File: config.mk
export PLATFORM = sky130hd
export DESIGN_NAME = insertion_sort_engine
export DESIGN_NICKNAME = d
export VERILOG_FILES = /design/src/rtl/isort_pkg.sv /design/src/rtl/isort_mem.sv /design/src/rtl/isort_seq.sv /design/src/rtl/insertion_sort_engine.sv
export SDC_FILE = /design/constraint.sdc
export NUM_CORES = 2
export LEC_CHECK = 0
export ABC_CLOCK_PERIOD_IN_PS = 6230
export BUFFER_PORTS_ARGS = -buffer_cell sky130_fd_sc_hd__buf_2
export CORE_ASPECT_RATIO = 1.75
export CORE_MARGIN = 1
export CORE_UTILIZATION = 63
export CTS_CLUSTER_SIZE = 20
export DETAILED_ROUTE_END_ITERATION = 16
export PLACE_DENSITY = 0.9
export SLEW_MARGIN = 10
export SYNTH_ARGS = -nofsm -noshare
export SYNTH_HDL_FRONTEND = slang
export SYNTH_SLANG_ARGS = --single-unit
File: constraint.sdc
create_clock -name clk -period 6.23 [get_ports clk]
set_input_delay 0.623 -clock clk [delete_from_list [all_inputs] [get_ports clk]]
set_output_delay 0.623 -clock clk [all_outputs]
set_load 0.005 [all_outputs]
File: src/rtl/isort_pkg.sv
`timescale 1ns / 1ps
package isort_pkg;

	localparam int DEPTH_DEF = 64;
	localparam int VAL_W     = 32;

	typedef struct packed {
		logic [VAL_W-1:0] value;
		logic             last;
	} in_t;

	typedef struct packed {
		logic [VAL_W-1:0] sorted_value;
		logic             final_res;
		logic             overflow;
	} out_t;

	// sideband that travels with a buffer read during emission
	typedef struct packed {
		logic valid;
		logic final_res;
		logic overflow;
	} emit_t;

endpackage

File: src/rtl/isort_mem.sv
`timescale 1ns / 1ps
module isort_mem #(
	parameter int DEPTH = isort_pkg::DEPTH_DEF,
	parameter int AW    = $clog2(DEPTH)
) (
	input  logic                          clk,
	input  logic                          we,
	input  logic [AW-1:0]                 waddr,
	input  logic [isort_pkg::VAL_W-1:0]   wdata,
	input  logic [AW-1:0]                 raddr,
	output logic [isort_pkg::VAL_W-1:0]   rdata
);

	logic [isort_pkg::VAL_W-1:0] mem_q [DEPTH];
	logic [isort_pkg::VAL_W-1:0] rdata_q;

	always_ff @(posedge clk) begin
		if (we) begin
			mem_q[waddr] <= wdata;
		end
		rdata_q <= mem_q[raddr];
	end

	assign rdata = rdata_q;

endmodule

File: src/rtl/isort_seq.sv
`timescale 1ns / 1ps
module isort_seq #(
	parameter int DEPTH = isort_pkg::DEPTH_DEF,
	parameter int AW    = $clog2(DEPTH),
	parameter int CW    = $clog2(DEPTH + 1)
) (
	input  logic                          clk,
	input  logic                          arst_n,
	input  logic                          start,
	input  isort_pkg::in_t                item,
	output logic                          busy,
	output logic                          mem_we,
	output logic [AW-1:0]                 mem_waddr,
	output logic [isort_pkg::VAL_W-1:0]   mem_wdata,
	output logic [AW-1:0]                 mem_raddr,
	input  logic [isort_pkg::VAL_W-1:0]   mem_rdata,
	output isort_pkg::emit_t              emit_s1
);

	typedef enum logic [2:0] {
		ST_IDLE,
		ST_SHIFT,
		ST_PLACE,
		ST_EMIT
	} state_t;

	state_t                      state_q;
	logic [isort_pkg::VAL_W-1:0] key_q;
	logic                        last_q;
	logic [AW-1:0]               pos_q;
	logic [CW-1:0]               count_q;
	logic                        drop_q;
	logic [AW-1:0]               k_q;

	logic          accept;
	logic          full;
	logic [CW-1:0] cnt_m1;
	logic          gt;
	logic          k_final;

	assign accept  = start && (state_q == ST_IDLE);
	assign full    = (count_q == CW'(DEPTH));
	assign cnt_m1  = count_q - CW'(1);
	assign gt      = (mem_rdata > key_q);
	assign k_final = (CW'(k_q) == cnt_m1);
	assign busy    = (state_q != ST_IDLE);

	always_comb begin
		mem_we    = 1'b0;
		mem_waddr = pos_q;
		mem_wdata = key_q;
		mem_raddr = cnt_m1[AW-1:0];
		unique case (state_q)
			ST_IDLE: begin
				// empty set: store at the bottom directly
				if (accept && !full && (count_q == '0)) begin
					mem_we    = 1'b1;
					mem_waddr = '0;
					mem_wdata = item.value;
				end
			end
			ST_SHIFT: begin
				mem_we = 1'b1;
				if (gt) begin
					mem_wdata = mem_rdata;
					mem_raddr = pos_q - AW'(2);
				end
			end
			ST_PLACE: begin
				mem_we    = 1'b1;
				mem_waddr = '0;
			end
			ST_EMIT: begin
				mem_raddr = k_q;
			end
			default: ;
		endcase
	end

	always_ff @(posedge clk or negedge arst_n) begin
		if (!arst_n) begin
			state_q <= ST_IDLE;
			key_q   <= '0;
			last_q  <= 1'b0;
			pos_q   <= '0;
			count_q <= '0;
			drop_q  <= 1'b0;
			k_q     <= '0;
			emit_s1 <= '0;
		end else begin
			emit_s1.valid     <= (state_q == ST_EMIT);
			emit_s1.final_res <= (state_q == ST_EMIT) && k_final;
			emit_s1.overflow  <= (state_q == ST_EMIT) && drop_q;
			unique case (state_q)
				ST_IDLE: begin
					if (accept) begin
						key_q  <= item.value;
						last_q <= item.last;
						k_q    <= '0;
						if (full) begin
							// drop the transfer, but still flush on last
							drop_q <= 1'b1;
							if (item.last) begin
								state_q <= ST_EMIT;
							end
						end else if (count_q == '0) begin
							count_q <= count_q + CW'(1);
							if (item.last) begin
								state_q <= ST_EMIT;
							end
						end else begin
							pos_q   <= count_q[AW-1:0];
							state_q <= ST_SHIFT;
						end
					end
				end
				ST_SHIFT: begin
					if (gt) begin
						if (pos_q == AW'(1)) begin
							state_q <= ST_PLACE;
						end
						pos_q <= pos_q - AW'(1);
					end else begin
						count_q <= count_q + CW'(1);
						state_q <= last_q ? ST_EMIT : ST_IDLE;
					end
				end
				ST_PLACE: begin
					count_q <= count_q + CW'(1);
					state_q <= last_q ? ST_EMIT : ST_IDLE;
				end
				ST_EMIT: begin
					k_q <= k_q + AW'(1);
					if (k_final) begin
						count_q <= '0;
						drop_q  <= 1'b0;
						state_q <= ST_IDLE;
					end
				end
				default: state_q <= ST_IDLE;
			endcase
		end
	end

endmodule

File: src/rtl/insertion_sort_engine.sv
`timescale 1ns / 1ps
// Stable ascending sort of one set of unsigned 32-bit values. Present one value per
// transfer (start high while busy is low); the transfer with last set closes the set.
// A value entering an empty or full set is stored or dropped on acceptance; else one
// comparator walks the buffer downwards past each stored entry greater than it, one
// shift per cycle, limited by the single write port of the buffer. After the closing
// transfer the n results leave one per cycle on result_strobe, each read from the
// buffer and then registered at the output; busy stays high while the buffer is read,
// and the last two results leave after busy has fallen. Results cannot be held off,
// so the receiver must take each one in the cycle it appears. Values beyond DEPTH are
// dropped and every result of that set then carries overflow.
module insertion_sort_engine #(
	parameter int DEPTH = isort_pkg::DEPTH_DEF
) (
	input  logic              clk,
	input  logic              arst_n,
	input  logic              start,
	input  isort_pkg::in_t    item,
	output logic              busy,
	output logic              result_strobe,
	output isort_pkg::out_t   result
);

	localparam int AW = $clog2(DEPTH);
	localparam int CW = $clog2(DEPTH + 1);

	logic                        mem_we;
	logic [AW-1:0]               mem_waddr;
	logic [isort_pkg::VAL_W-1:0] mem_wdata;
	logic [AW-1:0]               mem_raddr;
	logic [isort_pkg::VAL_W-1:0] mem_rdata;
	isort_pkg::emit_t            emit_s1;

	logic            strobe_q;
	isort_pkg::out_t result_q;

	isort_seq #(
		.DEPTH (DEPTH),
		.AW    (AW),
		.CW    (CW)
	) u_seq (
		.clk       (clk),
		.arst_n    (arst_n),
		.start     (start),
		.item      (item),
		.busy      (busy),
		.mem_we    (mem_we),
		.mem_waddr (mem_waddr),
		.mem_wdata (mem_wdata),
		.mem_raddr (mem_raddr),
		.mem_rdata (mem_rdata),
		.emit_s1   (emit_s1)
	);

	isort_mem #(
		.DEPTH (DEPTH),
		.AW    (AW)
	) u_mem (
		.clk   (clk),
		.we    (mem_we),
		.waddr (mem_waddr),
		.wdata (mem_wdata),
		.raddr (mem_raddr),
		.rdata (mem_rdata)
	);

	// output stage: hold the strobe under reset, payload needs none
	always_ff @(posedge clk or negedge arst_n) begin
		if (!arst_n) begin
			strobe_q <= 1'b0;
		end else begin
			strobe_q <= emit_s1.valid;
		end
	end

	always_ff @(posedge clk) begin
		result_q.sorted_value <= mem_rdata;
		result_q.final_res    <= emit_s1.final_res;
		result_q.overflow     <= emit_s1.overflow;
	end

	assign result_strobe = strobe_q;
	assign result        = result_q;

	a_last_busy: assert property (@(posedge clk) disable iff (!arst_n)
		start && !busy && item.last |=> busy)
		else $error("closing transfer did not start a read-out");

	a_final_gap: assert property (@(posedge clk) disable iff (!arst_n)
		result_strobe && result.final_res |=> !result_strobe)
		else $error("result directly after final result");

	a_burst: assert property (@(posedge clk) disable iff (!arst_n)
		result_strobe && !result.final_res |=>
			result_strobe && (result.overflow == $past(result.overflow)))
		else $error("read-out broken or overflow changed within a set");

endmodule
==> results of run 1 <==
==> synth_stat cells (9+ instances only) <==
library cell / count
buf_4: 9
a221oi_1: 61
dfrtp_1: 60
nand2_1: 206
inv_1: 44
o22ai_1: 32
a22o_1: 55
nand3_1: 40
mux4_2: 479
o21ai_0: 70
clkbuf_1: 136
dfxtp_1: 66
buf_2: 53
nor2_1: 127
and2_1: 9
ha_1: 39
nand4_1: 23
a21oi_1: 32
buf_1: 16
and3_1: 10
edfxtp_1: 2048
a22oi_1: 125
xnor2_1: 12
a221o_1: 52
mux2i_1: 36
buf_6: 13
==> routing by layer <==
metal	track usage	overflow
met1	0.535	4
met4	0.517	29
met2	0.728	31
met5	0.234	0
met3	0.385	2
==> metrics by stage <==
| stage | hold WS [ns] | utilization |
|---|---|---|
| CTS | 0.0105 | 0.708 |
| floorplan | 0.324 | - |
| global placement | 0.326 | 0.666 |
| detailed placement | 0.327 | 0.666 |
==> cells by family after synthesis <==
family	count (synthesis)	synth area share
other	1	0.0000450
AOI/OAI and AO/OA	511	0.0470
and+or+nand+nor	452	0.0235
buffers and inverters	274	0.0149
DFF	2174	0.772
adders and majority gates	39	0.00586
muxes	525	0.135
xor gates and xnor gates	16	0.00168
==> impl_metrics.env, run 1 <==
export IMPL_ctsHtreeMaxLevel=4
export IMPL_start_util=0.635
export IMPL_status="did not finish"
export IMPL_clockBufferDepth=3
export IMPL_dp_slack_ns=0.554
export IMPL_port_buffers=71
export IMPL_die_h_um=483
export IMPL_error="[ERROR GRT-0232] Routing congestion too high. Check the congestion heatmap in the GUI."
export IMPL_synth_distinct_cells=83
export IMPL_syn_instance_count=3992
export IMPL_grt_overflow_total=66
export IMPL_place_inst=5727
export IMPL_cts_setup_buffers=0
export IMPL_cts_hold_fix_buffers=0
export IMPL_cts_root_buf="clkbuf_16"
export IMPL_syn_area_mm2=0.0833
export IMPL_clock_sinks=2174
export IMPL_syn_area_per_cell_um2=20.9
export IMPL_synth_nets=4067
export IMPL_synth_edf_count=2048
export IMPL_gp_congestion=0.950
export IMPL_placed_area_mm2=0.0874
export IMPL_grt_max_degree=95
export IMPL_synthArstFlopShare=0.0276
export IMPL_synth_seq_cells=2174
export IMPL_io_pins=72
export IMPL_ys_top_cells_by_area="edfxtp_1, mux4_2, dfrtp_1, dfxtp_1, a22oi_1"
export IMPL_hpwl_um=140000
export IMPL_lastStage="global routing (5_1_grt)"
export IMPL_yosys_area_top_type="edfxtp_1"
export IMPL_die_width_um=277
export IMPL_grt_util_all_layers=0.548
export IMPL_yosys_warnings=0
export IMPL_yosysTopAreaCellShare=0.738
export IMPL_numCtsBuffers=167
export IMPL_cts_resized=0
export IMPL_synth_flop_cell="edfxtp_1"
export IMPL_num_rows=176
export IMPL_synth_seq_area_share=0.772
==> run 2, diff against run 1 <==
CORE_ASPECT_RATIO = unset   (was 1.75)
CORE_UTILIZATION = 40   (was 63)
CTS_CLUSTER_SIZE = unset   (was 20)
PLACE_DENSITY = unset   (was 0.9)
PLACE_DENSITY_LB_ADDON = 0.15   (was unset)
==> impl_metrics.env, run 2 <==
export IMPL_status="completed"
export IMPL_reg2reg_from="u_seq.key_q[27]$_DFFE_PN0P_"
export IMPL_hpwl_um=140000
export IMPL_core_mm2=0.207
export IMPL_grt_overflow_total=0
export IMPL_rr_worst_depth=15
export IMPL_relSlewSlack=0.177
export IMPL_drv_cap=0
export IMPL_setup_slack_ns=0.216
export IMPL_yosys_warnings=0
export IMPL_antenna_found_initial=15
export IMPL_clk_pin_slew_ns=0.06
export IMPL_reg2reg_to="u_mem.rdata[16]$_DFF_P_"
export IMPL_area_growth_pct=15.7
export IMPL_die_h_um=458
export IMPL_synth_distinct_cells=83
export IMPL_synth_seq_area_share=0.772
export IMPL_cp_max_fo=28
export IMPL_grt_pass1_vias=42279
export IMPL_regMostFlops="u_mem.mem_q"
export IMPL_port_buffers=71
export IMPL_slowest_delay_ns=0.78
export IMPL_worst_slew_pin_slew_ns=1.23
export IMPL_final_cell_area_mm2=0.0964
export IMPL_io_pins=72
export IMPL_worst_path_max_delay_cell="a221oi_1"
export IMPL_layout_common_cells="edfxtp_1, mux4_2, clkbuf_16"
export IMPL_met3_usage=0.0345
export IMPL_syn_instance_count=3992
export IMPL_max_freq_mhz=166
export IMPL_synth_flop_cell="edfxtp_1"
export IMPL_synthArstFlopShare=0.0276
export IMPL_use_met2=0.341
export IMPL_period_minus_slack_ns=6.01
export IMPL_viasPerCell=5.87
export IMPL_numCtsBuffers=217
export IMPL_synth_most_common_cell="edfxtp_1"
export IMPL_synth_seq_cells=2174
export IMPL_holdPathStages=3
export IMPL_synth_edf_count=2048
export IMPL_final_layout_size_suffix_gt1_frac=0.272
export IMPL_final_hold_viol_count=0
export IMPL_multiInputGateArea_mm2=0.0184
export IMPL_start_util=0.402
export IMPL_fin_tns_setup_ns=0
export IMPL_min_path_type="in2reg"
export IMPL_finalNetCount=4385
export IMPL_final_antenna_net_count=0
export IMPL_fill_cells=17232
export IMPL_ff2ff_setup_slack_ns=0.22
export IMPL_worstSetupEndpointType="register"
export IMPL_clock_sinks=2174
export IMPL_holdPathEnd="u_seq.key_q[18]$_DFFE_PN0P_"
export IMPL_largest_reg_flops=2048
export IMPL_finalSetupViolCount=0
export IMPL_fin_crit_sh=0.965
export IMPL_routed_wl_um=240000
export IMPL_synth_nets=4067
export IMPL_grt_pass1_wl_um=335000
export IMPL_final_common_cell="edfxtp_1"
export IMPL_top_usage_layer="met2"
export IMPL_clockBufferDepth=3
export IMPL_num_rows=167
export IMPL_drcViolationCount=0
export IMPL_crit_top_cell="buf_12"
export IMPL_ctsHtreeMaxLevel=4
export IMPL_yosysTopAreaCellShare=0.738
export IMPL_grt_max_degree=82
export IMPL_placed_area_mm2=0.0894
export IMPL_cts_root_buf="clkbuf_16"
export IMPL_slew_viol_final=0
export IMPL_vias=42793
export IMPL_met1_usage=0.338
export IMPL_path_class="reg2reg"
export IMPL_dr_pass1_iters=6
export IMPL_drt_iter0_markers=4947
export IMPL_start_kind="register"
export IMPL_clock_latency_ns=0.87
export IMPL_place_inst=6874
export IMPL_die_width_um=458
export IMPL_ys_top_cells_by_area="edfxtp_1, mux4_2, dfrtp_1, dfxtp_1, a22oi_1"
export IMPL_syn_area_per_cell_um2=20.9
export IMPL_finalNonFillerCells=7293
export IMPL_dp_slack_ns=0.0454
export IMPL_crit_path_start="u_seq.key_q[27]$_DFFE_PN0P_"
export IMPL_yosys_area_top_type="edfxtp_1"
export IMPL_synthTopCellsByCount="edfxtp_1, mux4_2, nand2_1, clkbuf_1, nor2_1"
export IMPL_die_area_mm2=0.210
export IMPL_rsz0062_at_grt="no"
export IMPL_skew_ns=0.0326
export IMPL_register_area_mm2=0.0643
export IMPL_hold_start="item[19]"
export IMPL_cts_tree="built"
export IMPL_cp_arrival_ns=6.75
export IMPL_cp_required_ns=6.96
export IMPL_gp_congestion=0.925
export IMPL_path_cells="inv_1, ha_1, nand4_1, nor4_2, nand2_1, a21boi_4, o21a_1, a211oi_4, buf_12, buf_12, mux4_2, a22o_1, a221oi_1, o22ai_1, a221o_1"
export IMPL_route_detailed_wl_per_inst_um=32.9
export IMPL_syn_area_mm2=0.0833
export IMPL_grt_util_all_layers=0.228
-- run 2: cell counts after synthesis --
Identical to the previous run, type by type.
-- run 2: logic make-up after synthesis --
group	synth area share
compound gates	0.0470
other cells	0.0000450
mux	0.135
buf+inv	0.0149
fa+ha+maj	0.00586
flops	0.772
xor+xnor	0.00168
simple gates	0.0235
-- run 2: final cells by class --
| class | instances | area share |
|---|---|---|
| tap | 2788 | 0.0362 |
| clock inverter | 134 | 0.0121 |
| clock buffer | 275 | 0.0597 |
| multi-input combinational | 1544 | 0.191 |
| sequential | 2174 | 0.667 |
| timing repair buffer | 328 | 0.0317 |
| antenna | 5 | 0.000130 |
| inverter | 45 | 0.00175 |
-- run 2: metrics by stage --
stage / hold slack (ns) / utilization
after floorplan: 0.324 / -
after detailed placement: 0.355 / 0.432
after global placement: 0.343 / 0.432
after global routing: 0.0285 / 0.465
final: 0.0565 / 0.466
after CTS: 0.00456 / 0.465
-- run 2: worst max path at each step --
| stage | slack [ns] | depth (start not counted) | end |
|---|---|---|---|
| 2_1_floorplan | 1.78 | 10 | u_mem.mem_q[0][0]$_DFFE_PP_ |
| 3_3_place_gp | -0.15 | 15 | u_mem.rdata[4]$_DFF_P_ |
| 3_5_place_dp | 0.05 | 16 | u_mem.rdata[3]$_DFF_P_ |
| 4_1_cts | 0.04 | 16 | u_mem.rdata[3]$_DFF_P_ |
| 5_1_grt | 0.1 | 14 | u_mem.rdata[22]$_DFF_P_ |
| 6_report | 0.22 | 15 | u_mem.rdata[16]$_DFF_P_ |
-- run 2: layer usage --
metal  vias up  wire [µm]
li1      17443          -
met1     23361     105000
met2      1663     109000
met3       324      16700
met4         2       8840
met5         -         13
-- run 2: timing repair --
| action | 4_1_cts | 5_1_grt |
|---|---|---|
| hold buffers | 5 | 0 |
| buffers inserted | 0 | 0 |
| endpoints found under the hold margin | 6 | 0 |
| resized for setup | 0 | 1 |
| endpoints found under the setup margin | 0 | 1 |
-- run 2: worst max-delay path, delay by kind of cell, from the launching register on --
family                     cells  cell delay (ns)
AOI/OAI and AO/OA              7             3.08
and+or+nand+nor                3             1.01
muxes                          1             0.56
buffers and inverters          3             0.52
DFF                            1             0.35
adders and majority gates      1             0.31
Power of run 2 is left out: the tool's default activity adds up to more than one toggle a clock period on the data nets, which glitch-free logic cannot reach.
